### config.mk
export PLATFORM = sky130hd
export DESIGN_NAME = gbt_ctrl
export DESIGN_NICKNAME = d
export VERILOG_FILES = /design/src/hdl/gbt_pkg.sv /design/src/hdl/gbt_ctrl.sv
export SDC_FILE = /design/constraint.sdc
export NUM_CORES = 1
export LEC_CHECK = 0
export ABC_AREA = 1
export BUFFER_PORTS_ARGS = -buffer_cell sky130_fd_sc_hd__buf_2
export CAP_MARGIN = 15
export CORE_AREA = 2 2 39 41
export DETAILED_ROUTE_END_ITERATION = 8
export DIE_AREA = 0 0 41 43
export PLACE_DENSITY_LB_ADDON = 0.05
export SYNTH_ARGS = -nofsm -noshare
export SYNTH_HDL_FRONTEND = slang
export SYNTH_SLANG_ARGS = --single-unit
### constraint.sdc
create_clock -name clk -period 1.24 [get_ports clk]
set_input_delay 0.31 -clock clk [delete_from_list [all_inputs] [get_ports clk]]
set_output_delay 0.31 -clock clk [all_outputs]
set_load 0.01 [all_outputs]
### src/hdl/gbt_pkg.sv
`default_nettype none
package gbt_pkg;
	localparam int CoordW = 6;
	localparam int DistW = 13;
	localparam int DimW = 7;

	typedef enum logic [2:0] {
		ST_CLEAR,
		ST_RCLEAR,
		ST_IDLE,
		ST_POP,
		ST_NBR,
		ST_OUT
	} state_t;

	typedef enum logic [2:0] {
		REG_START_NE = 3'd0,
		REG_START_SE = 3'd1,
		REG_MAP_WIDTH = 3'd2,
		REG_MAP_HEIGHT = 3'd3,
		REG_RADIUS_SQ = 3'd4
	} reg_idx_t;

	typedef struct packed {
		logic clear_start;
		logic clear_step;
		logic restart;
		logic pop_read;
		logic pop_take;
		logic nbr_step;
		logic out_load;
	} cmd_t;

	typedef struct packed {
		logic clear_done;
		logic need_restart;
		logic nbr_last;
	} status_t;
endpackage
`default_nettype wire

### src/hdl/gbt_ctrl.sv
`default_nettype none
module gbt_ctrl import gbt_pkg::*; (
	input wire logic clk,
	input wire logic arst_n,
	input wire logic in_valid,
	input wire logic in_force,
	output logic in_ready,
	input wire logic out_busy,
	input wire status_t status,
	output cmd_t cmd
);
	state_t state_q, state_d;

	always_ff @(posedge clk or negedge arst_n) begin
		if (!arst_n) state_q <= ST_CLEAR;
		else state_q <= state_d;
	end

	always_comb begin
		state_d = state_q;
		cmd = '0;
		in_ready = 1'b0;
		unique case (state_q)
			ST_CLEAR: begin
				cmd.clear_step = 1'b1;
				if (status.clear_done) state_d = ST_IDLE;
			end
			// Sweep for a restart; the start tile is then popped at once.
			ST_RCLEAR: begin
				cmd.clear_step = 1'b1;
				if (status.clear_done) state_d = ST_POP;
			end
			ST_IDLE: begin
				in_ready = 1'b1;
				if (in_valid) begin
					if (in_force || status.need_restart) begin
						cmd.clear_start = 1'b1;
						cmd.restart = 1'b1;
						state_d = ST_RCLEAR;
					end else begin
						cmd.pop_read = 1'b1;
						state_d = ST_POP;
					end
				end
			end
			ST_POP: begin
				cmd.pop_take = 1'b1;
				state_d = ST_NBR;
			end
			ST_NBR: begin
				cmd.nbr_step = 1'b1;
				if (status.nbr_last) state_d = ST_OUT;
			end
			// Wait here while the result register still holds an untaken beat.
			ST_OUT: begin
				if (!out_busy) begin
					cmd.out_load = 1'b1;
					state_d = ST_IDLE;
				end
			end
			default: state_d = ST_CLEAR;
		endcase
	end
endmodule
`default_nettype wire

==> metrics.md <==
| Metric | Value |
|---|---|
| Max frequency | `693 MHz` |
| Pwr dens | `2350 nW/um2` |
| Sequential share of the synthesized area | `25.9%` |
| Initial core utilization | `21.0%` |
| GR Layer Usage met1 | `14.5%` |
| CP max FO | `3` |
| CP Launch Point | `state_q[2]` |
| DRC | `0` |
| Final instance area | `599 um2` |
| Vias | `377` |
| Post-Synth Adder-Cell Area | `0%` |
| Largest register FFs | `3` |
| Dpl cell area | `448 um2` |
| Worst-Margin Slew | `0.212 ns` |
| Period utilization | `116%` |
| Register bit count reported by yosys | `3` |
| Post-Syn Instances | `45` |
| Pre-antenna DRT Iters | `1` |
| Via density | `4.05` |
| CP Capture Type | `output pin` |
| Hold crit path type | `input pin to async pin` |
| Fin cells | `93` |
| Root Buffer | `clkbuf_4` |
| Critical path class | `flip-flop to output pin` |
| Synth Area in XOR/XNOR | `0%` |
| Syn avg cell area | `6.45 um2` |
| Final setup fails | `9` |
| Post-synthesis compound-gate area fraction | `6.03%` |
| CTS tree | `built` |
| Hold_ws | `0.400 ns` |
| CTS sink count | `3` |
| Worst-Skew Late Latency | `0.23 ns` |
| # IOs | `16` |
| Core box area | `1380 um2` |
| Mux cell area share after synthesis | `0%` |
| Initial antenna violation count | `0` |
| Status | `finished with violations` |
| Slew HR | `85.7%` |
| Die Wd | `41 um` |
| Post-Synth Simple-Gate Area | `56.5%` |
| Num CTS Buffers | `3` |
| Clock-pin slew on the worst setup and hold paths | `0.04 ns` |
| Max H-tree Level | `1` |
| Routed WL | `910 um` |
| Starting DRC count in detailed routing | `0` |
| DP Wirelength | `695 um` |
| Count of cell types in the netlist | `17` |
| CP Data Required Time | `0.93 ns` |
| Total number of yosys warnings | `0` |
| RSZ-0062 raised after global routing | `true` |
| Number of global-route vias before repair | `364` |
| Row Count | `14` |
| Grt ovf | `0` |
| Largest net degree at the start of global routing | `8` |
| Biggest registers after layout | `state_q: 3 flops` |
| Die Span Y | `43 um` |
| First-pass GRT wire length | `1460 um` |
| Largest family of logic cells by synthesized area | `simple AND/OR/NAND/NOR gates` |
| CP Launch Type | `flip-flop` |
| Layout cells sized above 1 | `66.2%` |
| Final worst setup slack | `-0.204 ns` |
| Port Buffer Count | `15` |
| Routability congestion estimate | `0.654` |
| Final hold vios | `0` |
| Nets | `86` |
| Netlist Area Pre-Place | `290 um2` |
| MaxCap Viol Count | `0` |
| Routed len/inst | `9.78 um` |
| Layer with the highest usage | `met2` |
| Clock Tree Buf Depth | `2` |
| Max-slew violations | `0` |
| Tmin final | `1.44 ns` |
| VDD IR-drop max | `0.848 mV` |
| Met2 Resource Use GR | `20.0%` |
| Die area | `1760 um2` |
| Placed insts | `82` |
| GRT Total Usage | `13.1%` |
| Reg2Reg Launch Point | `state_q[2]` |
| Area Overhead vs Synth | `106%` |
| GR Util met3 | `3.14%` |
| Lkg Pwr | `0.325 nW` |
| Failing checks | `setup timing` |
| Worst path arrival time | `1.13 ns` |
| Top reg by flops | `state_q` |
| Syn Nets | `53` |
| N_diodes | `0` |
| # fillers | `153` |
| Routed Antenna Nets | `0` |
| Clock Skew | `0.000933 ns` |
-- metrics by stage --
step	worst slack, ns	setup TNS (ns)	power [mW]	utilization, %
after global routing	-0.295	-1.95	1.55	43.3
final	-0.204	-1.32	1.41	43.3
after global placement	-0.00637	-0.0120	0.940	32.4
after CTS	-0.227	-1.34	1.30	39.9
after floorplan	-0.0474	-0.0775	0.667	-
after detailed placement	-0.0190	-0.0353	0.926	32.4
-- area by class of cell --
type,instances,area [um2],area share (%)
multi-input cells,34,244,40.7
repair buffers,29,206,34.4
flip-flops and latches,3,76.3,12.7
clock buffers,4,26.3,4.38
inverters,7,26.3,4.38
well taps,16,20.0,3.34
-- repair_timing --
item                                   in CTS  in global routing
setup endpoints to repair                   8                 11
buffers inserted                            5                  2
hold buffers                                1                  0
gates resized for setup                     8                 11
endpoints found under the hold margin       3                  0
pin swaps                                   5                  7
-- placed cells by master (no fill, tap or decap), drive strengths merged --
cell type	netlist	layout
a21oi	1	1
o21bai	1	1
nor2	10	10
inv	7	7
nor3	1	1
clkbuf	0	4
o21ai	1	1
buf	1	28
nand2	15	15
nor4	1	1
dlygate4sd3	0	1
nand3	1	1
nand3b	2	2
dfrtp	3	3
nand4	1	1
-- synthesized netlist by cell type, drive strengths merged --
master | number | area [um2]
a21oi | 1 | 5.00
buf | 1 | 7.51
dfrtp | 3 | 75.1
inv | 7 | 26.3
nand2 | 15 | 68.8
nand3 | 1 | 10.0
nand3b | 2 | 15.0
nand4 | 1 | 6.26
nor2 | 10 | 52.6
nor3 | 1 | 5.00
nor4 | 1 | 6.26
o21ai | 1 | 5.00
o21bai | 1 | 7.51
-- where the power goes --
| group | total (mW) | internal, mW | switching (mW) |
|---|---|---|---|
| clock | 0.172 | 0.121 | 0.0516 |
| combinational | 0.992 | 0.495 | 0.498 |
| sequential | 0.243 | 0.150 | 0.0927 |
-- logic make-up (layout without fill, tap and decap cells) --
logic type | Yosys count | after routing
compound gates | 3 | 3
buf+inv | 8 | 40
flops | 3 | 3
simple gates | 31 | 31
-- worst max-delay path, cell delays in order (launching register included) --
cell     delay, ns
dfrtp_1       0.38
inv_2         0.08
nand2_4       0.07
nor2_4        0.10
nand2_2       0.07
nor2_2        0.08
buf_2         0.12
-- per-layer routing --
layer	up-vias	share of wire, %
met1	166	40
met2	8	55
met4	0	0
li1	203	-
met5	-	0
met3	0	4.8
-- worst paths after layout --
kind	endpoint	slack (ns)	depth (start not counted)
hold / removal	state_q[2]	0.40	2
max in group asynchronous	state_q[0]	0.72	2
hold reg to reg	state_q[1]	0.73	4
setup / recovery	cmd[3]	-0.20	6
min in group clk	state_q[2]	0.48	5
setup reg to reg	state_q[1]	-0.06	10
(Power assumes the default switching activity.)
