$ cat config.mk
export PLATFORM = sky130hd
export DESIGN_NAME = gbt_regs
export DESIGN_NICKNAME = d
export VERILOG_FILES = /design/src/hdl/gbt_pkg.sv /design/src/hdl/gbt_regs.sv
export SDC_FILE = /design/constraint.sdc
export NUM_CORES = 1
export LEC_CHECK = 0
export ABC_AREA = 1
export BUFFER_PORTS_ARGS = -buffer_cell sky130_fd_sc_hd__buf_2
export CAP_MARGIN = 0
export CORE_ASPECT_RATIO = 1.5
export CORE_UTILIZATION = 48
export DETAILED_ROUTE_END_ITERATION = 10
export GPL_ROUTABILITY_DRIVEN = 0
export PLACE_DENSITY_LB_ADDON = 0.05
export SETUP_SLACK_MARGIN = 0.2
export SYNTH_ARGS = -nofsm -noshare
export SYNTH_HDL_FRONTEND = slang
export SYNTH_SLANG_ARGS = --single-unit
$ cat constraint.sdc
create_clock -name clk -period 1.3 [get_ports clk]
set_clock_uncertainty 0.05 [all_clocks]
set_input_delay 0.065 -clock clk [delete_from_list [all_inputs] [get_ports clk]]
set_output_delay 0.065 -clock clk [all_outputs]
set_load 0.05 [all_outputs]
$ cat src/hdl/gbt_pkg.sv
`default_nettype none
package gbt_pkg;
	localparam int CoordW = 6;
	localparam int DistW = 13;
	localparam int DimW = 7;

	typedef enum logic [2:0] {
		ST_CLEAR,
		ST_RCLEAR,
		ST_IDLE,
		ST_POP,
		ST_NBR,
		ST_OUT
	} state_t;

	typedef enum logic [2:0] {
		REG_START_NE = 3'd0,
		REG_START_SE = 3'd1,
		REG_MAP_WIDTH = 3'd2,
		REG_MAP_HEIGHT = 3'd3,
		REG_RADIUS_SQ = 3'd4
	} reg_idx_t;

	typedef struct packed {
		logic clear_start;
		logic clear_step;
		logic restart;
		logic pop_read;
		logic pop_take;
		logic nbr_step;
		logic out_load;
	} cmd_t;

	typedef struct packed {
		logic clear_done;
		logic need_restart;
		logic nbr_last;
	} status_t;
endpackage
`default_nettype wire

$ cat src/hdl/gbt_regs.sv
`default_nettype none
module gbt_regs import gbt_pkg::*; (
	input wire logic clk,
	input wire logic arst_n,
	input wire logic psel,
	input wire logic penable,
	input wire logic pwrite,
	input wire logic [4:0] paddr,
	input wire logic [31:0] pwdata,
	output logic [31:0] prdata,
	output logic [CoordW-1:0] start_ne,
	output logic [CoordW-1:0] start_se,
	output logic [DimW-1:0] map_width,
	output logic [DimW-1:0] map_height,
	output logic [DistW-1:0] radius_sq
);
	logic wr;
	logic [2:0] idx;
	assign wr = psel && penable && pwrite;
	assign idx = paddr[4:2];

	always_ff @(posedge clk or negedge arst_n) begin
		if (!arst_n) begin
			start_ne <= '0;
			start_se <= '0;
			map_width <= DimW'(64);
			map_height <= DimW'(64);
			radius_sq <= '0;
		end else if (wr) begin
			unique case (idx)
				REG_START_NE: start_ne <= pwdata[CoordW-1:0];
				REG_START_SE: start_se <= pwdata[CoordW-1:0];
				REG_MAP_WIDTH: map_width <= pwdata[DimW-1:0];
				REG_MAP_HEIGHT: map_height <= pwdata[DimW-1:0];
				REG_RADIUS_SQ: radius_sq <= pwdata[DistW-1:0];
				default: ;
			endcase
		end
	end

	always_comb begin
		unique case (idx)
			REG_START_NE: prdata = 32'(start_ne);
			REG_START_SE: prdata = 32'(start_se);
			REG_MAP_WIDTH: prdata = 32'(map_width);
			REG_MAP_HEIGHT: prdata = 32'(map_height);
			REG_RADIUS_SQ: prdata = 32'(radius_sq);
			default: prdata = '0;
		endcase
	end
endmodule
`default_nettype wire

==> results of run 1 <==
==> synthesized netlist by cell type, drive strengths merged <==
master / number
nand2: 96
o21ai: 40
dfrtp: 37
buf: 25
nor2: 21
nand3: 20
inv: 11
nand4: 6
clkbuf: 4
dfstp: 2
conb: 1
nand3b: 1
o211ai: 1
==> logic make-up (layout without fill, tap and decap cells) <==
family / after synthesis / count (layout) / share of synthesized area (%)
AND/OR/NAND/NOR: 144 / 144 / 30.7
AO/OA/AOI/OAI: 41 / 41 / 10.1
buffers and inverters: 40 / 151 / 11.5
flip-flops: 39 / 39 / 47.5
other: 1 / 19 / 0.182
==> sequential cells by signal, indices dropped and copies added, names as in the netlist <==
name and flops:
map_height 7, radius_sq 13, map_width 7, start_ne 6, start_se 6
==> layout make-up <==
| cell class | instances | area, um^2 | share of cell area (%) |
|---|---|---|---|
| Timing Repair Buffer | 132 | 1220 | 35.0 |
| Multi-Input combinational cell | 204 | 1060 | 30.4 |
| Sequential cell | 39 | 1020 | 29.0 |
| Clock buffer | 8 | 100 | 2.86 |
| Tap cell | 45 | 56.3 | 1.61 |
| Inverter | 11 | 41.3 | 1.18 |
==> metal layers <==
metal	routed length [um]	track usage (%)
met1	2570	34.4
met2	3940	54.9
met3	366	4.36
met4	281	14.5
met5	0	0
==> per-stage QoR <==
stage | std cells | instance area (um^2) | worst slack, ps | TNS [ps]
floorplan | 283 | 2230 | -337 | -337
global placement | 388 | 2600 | -25.7 | -134
detailed placement | 388 | 2600 | -95.1 | -916
CTS | 423 | 3240 | -71.5 | -124
global route | 439 | 3500 | -119 | -519
finish | 439 | 3500 | -68.2 | -246
==> timing repair <==
item	4_1_cts	5_1_grt
pin swaps	24	17
buffers inserted	18	15
resized for setup	97	41
hold buffers	9	0
hold endpoints to repair	27	0
cloned	0	1
setup endpoints to repair	15	35
==> worst paths after layout <==
| check | from | end | slack (ps) | depth (start not counted) |
|---|---|---|---|---|
| worst max-delay path | radius_sq[0] | prdata[0] | -70 | 5 |
| worst min-delay path | pwdata[5] | start_se[5] | 8 | 3 |
| worst max register to register | start_ne[3] | start_ne[3] | 220 | 5 |
| worst min register to register | map_width[6] | map_width[6] | 470 | 2 |
| max in group asynchronous | arst_n | map_height[6] | 400 | 3 |
| min in group asynchronous | arst_n | radius_sq[7] | 240 | 2 |
==> worst min-delay path: stages <==
cell and delay, ps:
sky130_fd_sc_hd__buf_2 140, sky130_fd_sc_hd__nand2_1 70, sky130_fd_sc_hd__nand2_1 40
==> power by group through the flow <==
stage                     logic [W]  registers, W  clock network, W
after floorplan            0.000648       0.00253                 0
after global placement      0.00191       0.00168                 0
after detailed placement    0.00194       0.00168                 0
after CTS                   0.00241       0.00166          0.000919
after global routing        0.00282       0.00170          0.000950
final                       0.00271       0.00168          0.000899
==> impl_metrics.yaml, run 1 <==
yosys:
  netlist.area_leader.share_pct: 45.0
  cell_variety_after_synth: 19
  post_synth_instance_area_um2: 2060
  ys_warn_count: 0
  synth_top_cells_by_area: "sky130_fd_sc_hd__dfrtp_1 45%, sky130_fd_sc_hd__nand2_1 17%, sky130_fd_sc_hd__o21ai_0 9.7%"
  register_bit_total_from_synthesis: 39
  syn-mean-instance-area_um2: 7.77
  yosys.area.top_type: "sky130_fd_sc_hd__dfrtp_1"
  yosysSeqAreaShare_pct: 47.5
  post_synth_inst_count: 265
global_routing:
  global_route_wire_length_before_repair_um: 10500
  grt_util_all_layers_pct: 30.0
  grt_antenna_before_repair: 0
  grt_start_max_net_pins: 23
  globalRouteOverflowTotal: 0
  grt_pass1_vias: 2225
worst_setup_path:
  timing.critical_path.arrival_ps: 1250
  cp.buffers_inverters: 1
  end_kind: "primary output"
  critical_path.max_stage_delay_ps: 420
  worst_ep_required_time_ps: 1190
  critPathMaxFanout: 2
  cp-start-kind: "flip-flop"
  cp_cell_sequence: "nand3_1 > nand2_1 > nor2_2 > nand2_2 > buf_8"
  kind_of_cell_adding_the_most_delay_to_the_critical_path: "flip-flops"
  critical-path-slowest-cell: "sky130_fd_sc_hd__dfrtp_2"
  path_class: "reg -> out"
die:
  num_rows: 28
  initial_utilization_pct: 51.1
  design.die.area_um2: 4560
  die_height_um: 82.2
  floorplan.core_area_um2: 4030
  design.portCount: 113
  die_width_um: 55.5
layout:
  final_core_utilization_pct: 87.0
  fillCellCount: 226
  area_growth_pct: 70.3
  nets: 435
  mostFrequentLayoutCells: "83 x sky130_fd_sc_hd__nand2_1, 39 x sky130_fd_sc_hd__o21ai_0, 39 x sky130_fd_sc_hd__buf_2"
  drive_gt1_share_pct: 53.8
  n_antenna_cell: 0
  most_frequent_standard_cell_in_the_layout_excluding_fill_and_tap_cells: "sky130_fd_sc_hd__nand2_1"
clock_tree:
  clock_tree_from_tritoncts: "built"
  cts_root_buf: "sky130_fd_sc_hd__clkbuf_8"
  cts.sinks: 39
  h-tree-depth: 2
  clock_latency_ps: 290
  cts-root-to-sink-buffers: 2
  cts_inserted_buffers: 5
  clk_pin_slew_ps: 70
pwr:
  total_chip_power_w: 0.00529
  ir_worst_vdd_uv: 1340
  power.internal_w: 0.00294
  pwr-share-comb_pct: 51.2
  swShare_pct: 44.5
  power.density_cell_area_nw_per_um2: 1510
  clock_power_share_pct: 17.0
  seqPwrFrac_pct: 31.8
  leak_nw: 1.75
  p_sw_w: 0.00235
detailed_routing:
  routed_wire_length_per_instance_um: 16.3
  routed_via_density: 5.35
  drt_wl_total_um: 7160
  drc: 0
  first_iter_violations: 97
  drtPass1Iterations: 4
  drt.antenna.violating_nets: 0
  num_vias: 2349
placed_design:
  port_buffers: 72
  detailed_place_hpwl_um: 4140
sta:
  final_hold_slack_ps: 7.64
  setup_viol_count_final: 6
  final.period_utilization_pct: 105
  fin_ws_ps: -68.2
  finalWorstPathRequiredPeriod_ps: 1370
  fmax_ghz: 0.731
  grt_setup_unrepaired: "true"
  number_of_max_slew_violations_in_the_final_report: 0
  hold_violations: 0
run:
  maxCapViolCount: 0
outcome:
  failed_checks: "setup timing"
  run_status: "finished, violations left"
min_path:
  timing.hold.worst.class: "in -> reg"
Power figures use the tool's default switching activity.
==> run 2: changes to the inputs <==
Settings changed: SETUP_SLACK_MARGIN 0.2 to unset.
==> run 2 against run 1 <==
The flow still finishes with violations (setup timing); non-clock buffer count fell by 20; first-iteration DRC count fell by 35%; via count fell by 9.6%; sequential cell count did not move; final cell count fell by 4.6%; combinational power fell by 23%; fmax rose by 0.45%; register-to-register slack improved by 100 ps.
==> impl_metrics.yaml, run 2 (synthesized netlist as in run 1, its figures left out) <==
outcome:
  run_status: "finished, violations left"
  failed_checks: "setup timing"
global_routing:
  grt_util_all_layers_pct: 26.4
  global_route_wire_length_before_repair_um: 9120
  grt_pass1_vias: 1961
  grt_antenna_before_repair: 0
  grt_start_max_net_pins: 25
  globalRouteOverflowTotal: 0
layout:
  mostFrequentLayoutCells: "92 x sky130_fd_sc_hd__nand2_1, 59 x sky130_fd_sc_hd__buf_2, 40 x sky130_fd_sc_hd__o21ai_0"
  drive_gt1_share_pct: 40.6
  most_frequent_standard_cell_in_the_layout_excluding_fill_and_tap_cells: "sky130_fd_sc_hd__nand2_1"
  largest_registers: "radius_sq (13), map_height (7), map_width (7)"
  final_core_utilization_pct: 73.3
  fillCellCount: 348
  area_growth_pct: 43.5
  final-instance-count-excl-fill: 419
  n_antenna_cell: 0
  largest_register_ff_count: 13
  nets: 415
  max_flop_register: "radius_sq"
clock_tree:
  h-tree-depth: 2
  cts.sinks: 39
  clock_latency_ps: 290
  clock_tree_from_tritoncts: "built"
  cts-root-to-sink-buffers: 2
  cts_root_buf: "sky130_fd_sc_hd__clkbuf_8"
  cts_inserted_buffers: 5
  clk_pin_slew_ps: 80
detailed_routing:
  drc: 0
  num_vias: 2123
  drtPass1Iterations: 4
  drt.antenna.violating_nets: 0
  routed_wire_length_per_instance_um: 13.9
  drt_wl_total_um: 5810
  first_iter_violations: 63
  routed_via_density: 5.07
run:
  maxCapViolCount: 0
sta:
  fin_ws_ps: -62.0
  finalSetupTns_ps: -108
  grt_setup_unrepaired: "true"
  fmax_ghz: 0.734
  hold_violations: 0
  setup_viol_count_final: 3
  number_of_max_slew_violations_in_the_final_report: 0
  final.period_utilization_pct: 105
  final_hold_slack_ps: 15.2
  finalWorstPathRequiredPeriod_ps: 1360
pwr:
  power.internal_w: 0.00261
  clock_power_share_pct: 22.1
  power.density_cell_area_nw_per_um2: 1620
  pwr-share-comb_pct: 43.8
  total_chip_power_w: 0.00479
  swShare_pct: 45.5
  p_sw_w: 0.00218
  seqPwrFrac_pct: 34.1
  ir_worst_vdd_uv: 1500
  leak_nw: 1.59
die:
  floorplan.core_area_um2: 4030
  design.portCount: 113
  initial_utilization_pct: 51.1
  die_width_um: 55.5
  die_height_um: 82.2
  num_rows: 28
  design.die.area_um2: 4560
worst_setup_path:
  critical-path-slowest-cell: "sky130_fd_sc_hd__dfstp_2"
  critPathMaxFanout: 2
  end_kind: "primary output"
  timing.critical_path.arrival_ps: 1250
  critical_path.max_stage_delay_ps: 540
  cp-start-kind: "flip-flop"
  timing.reg2reg.setup_slack_ps: 320
  path_class: "reg -> out"
  cp_cell_sequence: "inv_2 > o211ai_1 > buf_4"
  worst_ep_required_time_ps: 1190
placed_design:
  detailed_place_hpwl_um: 4050
  port_buffers: 72
  placedCellCount: 387
min_path:
  timing.hold.worst.class: "in -> reg"
## run 2: cell count changes in the layout (fill, tap and decap cells not counted), sizes merged
cell and delta:
buf -28, bufinv +1, clkbuf +3, clkinv +1
dlygate4sd3 +3
## run 2: cell type report
| class | instances | area, um^2 | share of cell area, % |
|---|---|---|---|
| flip-flops and latches | 39 | 996 | 33.7 |
| repair buffers | 112 | 771 | 26.1 |
| inverters | 11 | 41.3 | 1.40 |
| clock buffers | 6 | 82.6 | 2.80 |
| clock inverters | 2 | 35.0 | 1.19 |
| multi-input cells | 204 | 971 | 32.9 |
| well taps | 45 | 56.3 | 1.91 |
## run 2: timing repair
| item | in CTS | in global routing |
|---|---|---|
| pin swaps | 6 | 16 |
| gates resized for setup | 17 | 14 |
| setup buffers | 6 | 6 |
| setup endpoints to repair | 7 | 13 |
| hold buffers | 12 | 0 |
| endpoints found under the hold margin | 57 | 0 |
## run 2: final timing paths
| check | depth (start not counted) | startpoint | end |
|---|---|---|---|
| worst max-delay path | 3 | map_height[6] | prdata[6] |
| worst min-delay path | 3 | pwdata[4] | start_se[4] |
| worst max register to register | 4 | start_se[5] | start_se[5] |
| worst min register to register | 2 | map_width[6] | map_width[6] |
| max in group asynchronous | 3 | arst_n | map_height[6] |
| min in group asynchronous | 2 | arst_n | start_ne[3] |
## run 2: critical path, delay by kind of cell, from the launching register on
kind	cells	cell delay, ps
compound gates	1	150
buf+inv	2	270
flops	1	540
## run 2: power groups by stage
| stage | Combinational (W) | Sequential, W | Clock [W] |
|---|---|---|---|
| floorplan | 0.000612 | 0.00250 | 0 |
| global placement | 0.00187 | 0.00166 | 0 |
| detailed placement | 0.00190 | 0.00166 | 0 |
| CTS | 0.00203 | 0.00163 | 0.00108 |
| global route | 0.00222 | 0.00166 | 0.00113 |
| finish | 0.00210 | 0.00163 | 0.00106 |
## run 2: stage by stage
step / cell area (um^2) / worst slack, ps
after floorplan: 2160 / -337
after global placement: 2520 / 12.4
after detailed placement: 2520 / -31.9
after CTS: 2860 / -81.1
after global routing: 2950 / -111
final: 2950 / -62.0
## run 2: metal layers
layer  vias to the layer above  global-route usage [%]  wire length (um)
met1                       997                    31.0              2330
li1                       1035                       -                 -
met2                        78                    46.9              3080
met5                         -                       0                 0
met4                         0                    13.0               155
met3                        13                    4.52               250
